File: src/rtl/sus_pkg.sv
// Shared types and constants for the sorted unique key set.
`timescale 1ns / 1ps

package sus_pkg;

    // Default geometry of the store
    localparam int SUS_DEPTH     = 64;
    localparam int SUS_KEY_WIDTH = 32;

    // Fixed widths of the result fields
    localparam int COUNT_OUT_W = 7;
    localparam int POS_OUT_W   = 6;

    typedef enum logic [1:0] {
        OP_INSERT  = 2'd0,
        OP_REMOVE  = 2'd1,
        OP_REPLACE = 2'd2,
        OP_SEARCH  = 2'd3
    } op_t;

    typedef enum logic [1:0] {
        ST_OK      = 2'd0,
        ST_PRESENT = 2'd1,
        ST_ABSENT  = 2'd2,
        ST_FULL    = 2'd3
    } status_t;

    typedef enum logic [1:0] {
        S_IDLE,
        S_EXEC,
        S_INS_NEW
    } state_t;

    // Shift command broadcast to every cell
    typedef struct packed {
        logic insert;
        logic remove;
    } cell_cmd_t;

    // Match flags gathered over the whole row
    typedef struct packed {
        logic hit_a;
        logic hit_b;
    } rank_flags_t;

endpackage

File: src/rtl/sus_cell.sv
// One storage cell of the key row: compare against probes, shift left or right.
`timescale 1ns / 1ps

module sus_cell import sus_pkg::*; #(
    parameter int KEY_WIDTH = SUS_KEY_WIDTH
) (
    input  logic                        clk,
    input  logic                        occ,
    input  cell_cmd_t                   cmd,
    input  logic signed [KEY_WIDTH-1:0] probe_a,
    input  logic signed [KEY_WIDTH-1:0] probe_b,
    input  logic                        left_lt,
    input  logic signed [KEY_WIDTH-1:0] left_key,
    input  logic signed [KEY_WIDTH-1:0] right_key,
    output logic signed [KEY_WIDTH-1:0] key_q,
    output logic                        lt_a,
    output logic                        eq_a,
    output logic                        eq_b
);

    logic signed [KEY_WIDTH-1:0] key_reg;
    logic signed [KEY_WIDTH-1:0] key_next;

    assign key_q = key_reg;
    assign lt_a  = occ && (key_reg < probe_a);
    assign eq_a  = occ && (key_reg == probe_a);
    assign eq_b  = occ && (key_reg == probe_b);

    // Cells below the probe hold; the rest open a gap or close one
    always_comb
    begin
        key_next = key_reg;
        if (cmd.insert && !lt_a)
        begin
            key_next = left_lt ? probe_a : left_key;
        end
        else if (cmd.remove && !lt_a)
        begin
            key_next = right_key;
        end
    end

    always_ff @(posedge clk)
    begin
        key_reg <= key_next;
    end

endmodule

File: config.mk
export PLATFORM = sky130hd
export DESIGN_NAME = sus_cell
export DESIGN_NICKNAME = d
export VERILOG_FILES = /design/src/rtl/sus_pkg.sv /design/src/rtl/sus_cell.sv
export SDC_FILE = /design/constraint.sdc
export NUM_CORES = 1
export LEC_CHECK = 0
export BUFFER_PORTS_ARGS = -buffer_cell sky130_fd_sc_hd__buf_2
export CAP_MARGIN = 20
export CORE_MARGIN = 4
export CORE_UTILIZATION = 41
export DETAILED_ROUTE_END_ITERATION = 10
export GPL_ROUTABILITY_DRIVEN = 0
export PLACE_DENSITY_LB_ADDON = 0.25
export REMOVE_ABC_BUFFERS = 1
export SYNTH_ARGS = -nofsm -noshare
export SYNTH_HDL_FRONTEND = slang
export SYNTH_SLANG_ARGS = --single-unit
File: constraint.sdc
create_clock -name clk -period 4.6 [get_ports clk]
set_input_delay 0 -clock clk [delete_from_list [all_inputs] [get_ports clk]]
set_output_delay 0 -clock clk [all_outputs]
set_load 0.05 [all_outputs]
==> impl_metrics.json <==
{
  "status": "finished clean",
  "cts_made_buffers": 5,
  "cp.required_ns": 4.63,
  "clock_skew_ns": 0.00615,
  "route.vias.total": 2583,
  "start_util_pct": 42.7,
  "ys_ff_latch": 32,
  "dieArea_mm2": 0.00857,
  "grt_pass1_wl_um": 12700,
  "root_buffer": "clkbuf_8",
  "postRouteAntennaNets": 0,
  "ios": 168,
  "worstPathArrival_ns": 3.33,
  "layout.nets": 603,
  "dp_slack_ns": 1.28,
  "antenna_found_initial": 0,
  "ys_types": 27,
  "io_buffers": 167,
  "final_cell_mix": "167 x buf_2, 62 x mux2_2, 33 x inv_1",
  "die_h_um": 92.6,
  "crit_buf_inv": 1,
  "dpl.hpwl_um": 7090,
  "layout_commonest_cell": "buf_2",
  "drc_errors": 0,
  "critPathLaunch": "key_q[19]$_DFFE_PP_",
  "cts_hold_buf": 0,
  "period_needed_ns": 3.29,
  "synth_area_per_cell_um2": 10.9,
  "finalSetupViolCount": 0,
  "dr.pass1.iters": 4,
  "hold_start": "right_key[15]",
  "crit_type": "register to register",
  "slew_headroom_pct": 37.2,
  "synth_area_mm2": 0.00293,
  "hold_class": "input port to register",
  "h-tree-depth": 2,
  "critical-path-max-stage-delay_ns": 0.59,
  "crit_chain": "ha_1 -> a21oi_1 -> o21ai_0 -> a221o_1 -> or3_4 -> o211ai_4 -> buf_4 -> mux2_2",
  "max_freq_mhz": 304,
  "clk_pin_slew_ns": 0.07,
  "reg2reg_to": "key_q[1]$_DFFE_PP_",
  "post_cts_buffers": 0,
  "reg2regPathDepth": 8,
  "largest_reg_flops": 32,
  "ir_drop_mv": 0.184,
  "grt_pass1_vias": 2701,
  "p_leak_nw": 1.89,
  "whs_endpoint": "key_q[15]$_DFFE_PP_",
  "maxSlewViolCount": 0,
  "post_cts_resized": 0,
  "num-fill-cells": 641,
  "wl_um": 8300,
  "insertion_delay_ns": 0.28,
  "die_w_um": 92.6,
  "whs_path_depth": 2,
  "row_count": 30,
  "fin_setup_tns_ns": 0,
  "post-route-period-util_pct": 71.6,
  "grt.total_usage_pct": 18.9,
  "startpoint_type": "register",
  "rsz0062_at_grt": "no",
  "netlist_instances": 269,
  "num_antenna_cells": 0,
  "critical-path-top-delay-family": "compound AO/OA/AOI/OAI gates",
  "worst-r2r-setup-slack_ns": 1.31,
  "crit_cells": 8,
  "finalHoldViolCount": 0,
  "wire_per_inst_um": 15.5,
  "critPathMaxFanout": 19,
  "endpoint_kind": "register",
  "r2r_start": "key_q[19]$_DFFE_PP_",
  "cap_violations": 0,
  "drive_above_1_share_pct": 55.4,
  "overflow": 0,
  "cts_tree": "built",
  "yosys_warnings": 0,
  "p_per_area_mw_per_mm2": 349,
  "clockBufferDepth": 2,
  "cts_sinks": 32,
  "slowest_stage": "o211ai_4",
  "yosysSeqAreaShare_pct": 32.8,
  "core_mm2": 0.00687,
  "via_per_inst": 4.83,
  "grt_max_degree": 33,
  "drt-initial-drc-count": 80,
  "worst_pin_slew_ns": 0.940,
  "worst_slack_ns": 1.31,
  "area_delta_synth_final_pct": 34.5
}
worst reg2reg max path, cell delays in order (launching register included):
cell      delay [ns]
edfxtp_1        0.43
ha_1            0.31
a21oi_1         0.14
o21ai_0         0.14
a221o_1         0.39
or3_4           0.39
o211ai_4        0.59
buf_4           0.30
mux2_2          0.35
worst max path at each step:
stage                                      to
after floorplan            key_q[0]$_DFFE_PP_
after global placement    key_q[19]$_DFFE_PP_
after detailed placement   key_q[1]$_DFFE_PP_
after CTS                  key_q[1]$_DFFE_PP_
after global routing       key_q[7]$_DFFE_PP_
final                      key_q[1]$_DFFE_PP_
logic make-up after synthesis:
group           count (synthesis)  synth area share, %
buf+inv                        40                 5.89
simple gates                   41                 7.38
fa+ha+maj                      32                 13.7
compound gates                 28                 6.19
flops                          32                 32.8
xor+xnor                       32                 9.56
mux                            64                 24.6
synth_stat cells (all sizes together):
master  number  area share (%)
or3          1            0.38
clkbuf       4            0.51
nand2       11             1.4
nand3b       1            0.26
nor4         5             1.1
inv         33             4.2
nand3        3            0.51
nor2b        1            0.21
a21oi       15             2.6
o211ai       2            0.98
xor2         4             1.2
a221o        1            0.34
a21o         1            0.26
and3         1            0.21
nand4       12             2.6
a22oi        1            0.26
o21ai        6             1.0
edfxtp      32              33
xnor2       28             8.4
a21bo        1            0.34
nor2         6            0.77
buf          3             1.2
ha          32              14
mux2        64              25
a31oi        1            0.43
metal layers:
metal	vias up	part of all wire, %	GRT usage, %
met3	4	8.1	5.20
met5	-	0	0
met1	1160	42	22.7
met4	0	0.48	3.71
met2	102	49	33.8
li1	1317	-	-
where the power goes:
| group | internal [mW] | switching, mW |
|---|---|---|
| sequential | 0.410 | 0.0599 |
| combinational | 0.258 | 0.440 |
| clock | 0.103 | 0.107 |
per-stage QoR:
stage / std cells / utilization, % / power [mW] / hold WS (ns) / instance area, um^2
6_report: 535 / 57.4 / 1.38 / 0.0177 / 3950
5_1_grt: 535 / 57.4 / 1.47 / 0.00456 / 3950
4_1_cts: 535 / 57.4 / 1.40 / 0.00681 / 3950
3_5_place_dp: 527 / 56.2 / 1.18 / 0.297 / 3860
3_3_place_gp: 527 / 56.2 / 1.17 / 0.296 / 3860
2_1_floorplan: 262 / - / 0.960 / 0.204 / 2880
final cells by class:
| class | count | area [um^2] | area share (%) |
|---|---|---|---|
| multi-input combinational | 197 | 1810 | 45.8 |
| clock buffer | 5 | 68.8 | 1.74 |
| clock inverter | 3 | 13.8 | 0.349 |
| inverter | 33 | 124 | 3.14 |
| tap | 96 | 120 | 3.04 |
| timing repair buffer | 169 | 851 | 21.6 |
| sequential | 32 | 961 | 24.4 |
Power figures use the tool's default switching activity.
