File: src/rtl/sus_pkg.sv
// Shared types and constants for the sorted unique key set.
`timescale 1ns / 1ps

package sus_pkg;

    // Default geometry of the store
    localparam int SUS_DEPTH     = 64;
    localparam int SUS_KEY_WIDTH = 32;

    // Fixed widths of the result fields
    localparam int COUNT_OUT_W = 7;
    localparam int POS_OUT_W   = 6;

    typedef enum logic [1:0] {
        OP_INSERT  = 2'd0,
        OP_REMOVE  = 2'd1,
        OP_REPLACE = 2'd2,
        OP_SEARCH  = 2'd3
    } op_t;

    typedef enum logic [1:0] {
        ST_OK      = 2'd0,
        ST_PRESENT = 2'd1,
        ST_ABSENT  = 2'd2,
        ST_FULL    = 2'd3
    } status_t;

    typedef enum logic [1:0] {
        S_IDLE,
        S_EXEC,
        S_INS_NEW
    } state_t;

    // Shift command broadcast to every cell
    typedef struct packed {
        logic insert;
        logic remove;
    } cell_cmd_t;

    // Match flags gathered over the whole row
    typedef struct packed {
        logic hit_a;
        logic hit_b;
    } rank_flags_t;

endpackage

File: src/rtl/sus_rank.sv
// Turns the row's compare flags into a sorted position and match flags.
`timescale 1ns / 1ps

module sus_rank import sus_pkg::*; #(
    parameter int DEPTH = SUS_DEPTH,
    localparam int POS_W = $clog2(DEPTH + 1)
) (
    input  logic [DEPTH-1:0] lt_vec,
    input  logic [DEPTH-1:0] eq_a_vec,
    input  logic [DEPTH-1:0] eq_b_vec,
    output logic [POS_W-1:0] pos,
    output rank_flags_t      flags
);

    logic [DEPTH:0] bnd;

    // lt_vec is a run of ones from cell 0; mark the first cell past the run
    always_comb
    begin
        bnd[0]     = !lt_vec[0];
        bnd[DEPTH] = lt_vec[DEPTH-1];
        for (int i = 1; i < DEPTH; i++)
        begin
            bnd[i] = lt_vec[i-1] && !lt_vec[i];
        end
    end

    always_comb
    begin
        pos = '0;
        for (int i = 0; i <= DEPTH; i++)
        begin
            if (bnd[i])
            begin
                pos = pos | POS_W'(i);
            end
        end
    end

    assign flags.hit_a = |eq_a_vec;
    assign flags.hit_b = |eq_b_vec;

endmodule

File: config.mk
export PLATFORM = sky130hd
export DESIGN_NAME = sus_rank
export DESIGN_NICKNAME = d
export VERILOG_FILES = /design/src/rtl/sus_pkg.sv /design/src/rtl/sus_rank.sv
export SDC_FILE = /design/constraint.sdc
export NUM_CORES = 1
export LEC_CHECK = 0
export BUFFER_PORTS_ARGS = -buffer_cell sky130_fd_sc_hd__buf_2
export CORE_AREA = 2 2 79 81
export DETAILED_ROUTE_END_ITERATION = 10
export DIE_AREA = 0 0 81 83
export GPL_TIMING_DRIVEN = 0
export SYNTH_ARGS = -nofsm -noshare
export SYNTH_HDL_FRONTEND = slang
export SYNTH_SLANG_ARGS = --single-unit
File: constraint.sdc
create_clock -name vclk -period 3.3
set_clock_uncertainty 0.05 [all_clocks]
set_input_delay 0.495 -clock vclk [all_inputs]
set_output_delay 0.495 -clock vclk [all_outputs]
set_load 0.01 [all_outputs]
==> flow_summary_export.csv <==
group,metric,value,unit
power_and_ir_drop,relative_contribution_of_the_clock_network_to_total_power,0,
final_layout,clockBufferCount,0,
timing,hold_violation_total_from_the_final_report,0,
synth,mappedNetlistNets,354,
die,core-area,5816,um^2
routing,remaining_drc_errors,0,
setup_path,critPathLaunchType,"primary input",
power_and_ir_drop,power.total,0.2079,mW
timing,timing.final.crit_period,2.291,ns
worst_hold_path,holdPathStages,3,
routing,via_total_after_detailed_routing,2126,
global_routing,grt-busiest-layer,"met2",
power_and_ir_drop,intPower,0.1161,mW
power_and_ir_drop,leakage,1.084,nW
run,total_of_max_cap_violations,0,
setup_path,cp_top_family,"simple AND/OR/NAND/NOR gates",
setup_path,critPathKind,"primary input to primary output",
synth,yosysWarnings,0,
global_routing,globalRouteMet1Util,0.2000,
die,design.die.area,6723,um^2
setup_path,path_cells,"buf_2 -> nor4_1 -> nand4_1 -> or4_1 -> buf_2",
worst_hold_path,timing.hold.worst_endpoint,"pos[6]",
synth,synth.lib_cells_used.distinct,16,
status,run_status,"complete, no violations",
synth,ys_top_cells_by_area,"nand2b_1 (26%), nor4_1 (22%), o2111ai_1 (13%), nand4_1 (10%), inv_1 (7.6%)",
synth,synth_area_leader_cell,"nand2b_1",
power_and_ir_drop,sequentialPowerShare,0,
worst_hold_path,min_path_type,"primary input to primary output",
timing,setup_repair_after_global_routing_missed_its_margin,"false",
routing,pre_antenna_drt_iters,4,
timing,timing.setup.tns,0,ns
timing,timing.final.max_slew_violations,0,
power_and_ir_drop,power.ir.vdd_worst,0.04013,mV
global_routing,grtUsageTotal,0.1633,
final_layout,post_route_cells_drive_above_1_share,0.5620,
routing,postRouteAntennaNets,0,
die,io_pins,201,
timing,timing.final.setup_violations,0,
final_layout,layout.sequential_cells,0,
cts,post-cts-setup-buffer-count,0,
global_routing,grt_util_met3,0.007609,
synth,synthesis.instances,162,
final_layout,flow.area_growth_from_synthesis,112.1,%
cts,ctsResizeCount,0,
setup_path,cp_data_required_time,2.75,ns
routing,first_iter_violations,56,
setup_path,cpPeakStageDelay,0.54,ns
setup_path,critPathCaptureType,"primary output",
global_routing,groute.layer.met2.usage,0.3156,
setup_path,cp_data_arrival_time,1.75,ns
setup_path,critPathSlowestCell,"or4_1",
synth,synth.top_cell.area_share,0.2608,
final_layout,fin_nets,557,
global_routing,grt_pass1_wl,9.004,mm
synth,synthMostInstantiatedCell,"nand2b_1",
timing,holdWs,1.264,ns
cts,holdBufCountCts,0,
global_routing,grt_overflow_total,0,
placed_design,hpwlAfterDp,5.722,mm
routing,wire_length_per_cell,13.90,um
worst_hold_path,hold_path_startpoint,"lt_vec[63]",
timing,max_slew.worst_pin.slew,0.4316,ns
timing,relSlewSlack,0.7096,
power_and_ir_drop,comb_pwr_share,1.000,
synth,ys_top_cells_by_count,"nand2b_1 (41), nor4_1 (35), inv_1 (20), nand4_1 (16), o2111ai_1 (15)",
synth,yosysSeqAreaShare,0,
timing,final_min_period_over_clock_period,0.6942,
synth,synth.avg_cell_area,6.071,um^2
global_routing,via_count_of_the_first_global_routing_pass,2026,
die,fp-row-count,28,
global_routing,antenna_violations_before_repair,1,
power_and_ir_drop,p_sw_frac,0.4415,
timing,maxClockFrequency,0.4365,GHz
synth,synth.cell_area,983.4,um^2
setup_path,critical_path.max_fanout,1,
die,start_util,0.1691,
setup_path,cp_common_cell,"buf_2",
final_layout,final.fill_count,632,
final_layout,layout.area.seq,0,um^2
power_and_ir_drop,cellPowerDensity,99.70,nW/um^2
setup_path,cp_num_buf_inv,2,
power_and_ir_drop,p_switching,0.09182,mW
die,floorplan.die.height,83,um
placed_design,buffer_ports.inserted,201,
die,floorplan.die.width,81,um
routing,detail_route.vias_per_cell,4.843,
routing,routed_wl,6.101,mm
placed_design,place_congestion,0.9112,
global_routing,maximum_number_of_pins_on_one_net_before_global_route_repair,4,
## per-layer routing
metal  wire length, um  share of wire  vias to the layer above
met4                73          0.012                        0
met2              3026           0.50                      139
met5                 0              0                        -
met1              2401           0.39                      924
met3               599          0.098                        6
li1                  -              -                     1057
## final cells by class
| type | instances | area, um^2 | area share |
|---|---|---|---|
| Antenna cell | 1 | 2.502 | 0.001200 |
| Timing Repair Buffer | 201 | 1006 | 0.4823 |
| Buffer | 1 | 7.507 | 0.003599 |
| Multi-Input combinational cell | 141 | 900.9 | 0.4319 |
| Inverter | 20 | 75.07 | 0.03599 |
| Tap cell | 75 | 93.84 | 0.04499 |
## worst max path at each step
stage | endpoint | slack (ns) | startpoint | cells after the start
after floorplan | flags[0] | 1.34 | eq_b_vec[0] | 3
after global placement | flags[1] | 1.01 | eq_a_vec[0] | 5
after detailed placement | flags[1] | 0.99 | eq_a_vec[0] | 5
after CTS | flags[1] | 0.99 | eq_a_vec[0] | 5
after global routing | flags[1] | 0.93 | eq_a_vec[0] | 5
final | flags[1] | 1.01 | eq_a_vec[0] | 5
## metrics by stage
| stage | std cells | worst slack, ns | util | cell area [um^2] |
|---|---|---|---|---|
| floorplan | 162 | 1.335 | - | 983.4 |
| global placement | 438 | 1.008 | 0.3582 | 2083 |
| detailed placement | 438 | 0.9932 | 0.3582 | 2083 |
| CTS | 438 | 0.9927 | 0.3582 | 2083 |
| global route | 439 | 0.9274 | 0.3586 | 2086 |
| finish | 439 | 1.009 | 0.3586 | 2086 |
## power by group through the flow
| stage | logic [mW] | clock network (mW) | registers, mW |
|---|---|---|---|
| 6_report | 0.208 | 0.0000000405 | 0 |
| 5_1_grt | 0.230 | 0.0000000405 | 0 |
| 4_1_cts | 0.207 | 0 | 0 |
| 3_5_place_dp | 0.205 | 0 | 0 |
| 3_3_place_gp | 0.204 | 0 | 0 |
| 2_1_floorplan | 0.0657 | 0 | 0 |
## placed cells by master (no fill, tap or decap), drive strengths merged
master	n
o221ai	1
or4	2
nor2	4
nand3	7
buf	202
nand2b	41
a21boi	1
o21ai	8
nor4	37
inv	20
diode	1
nand2	1
o2bb2ai	1
o2111ai	15
nor3	7
nand4	16
## cell families (layout without fill, tap and decap cells)
kind of cell | count (synthesis) | after routing | synth area share
AND/OR/NAND/NOR | 115 | 115 | 0.7163
buffers and inverters | 21 | 222 | 0.08397
AO/OA/AOI/OAI | 26 | 26 | 0.1998
other | 0 | 1 | 0
Note: power is estimated with default switching activity, not from simulation.
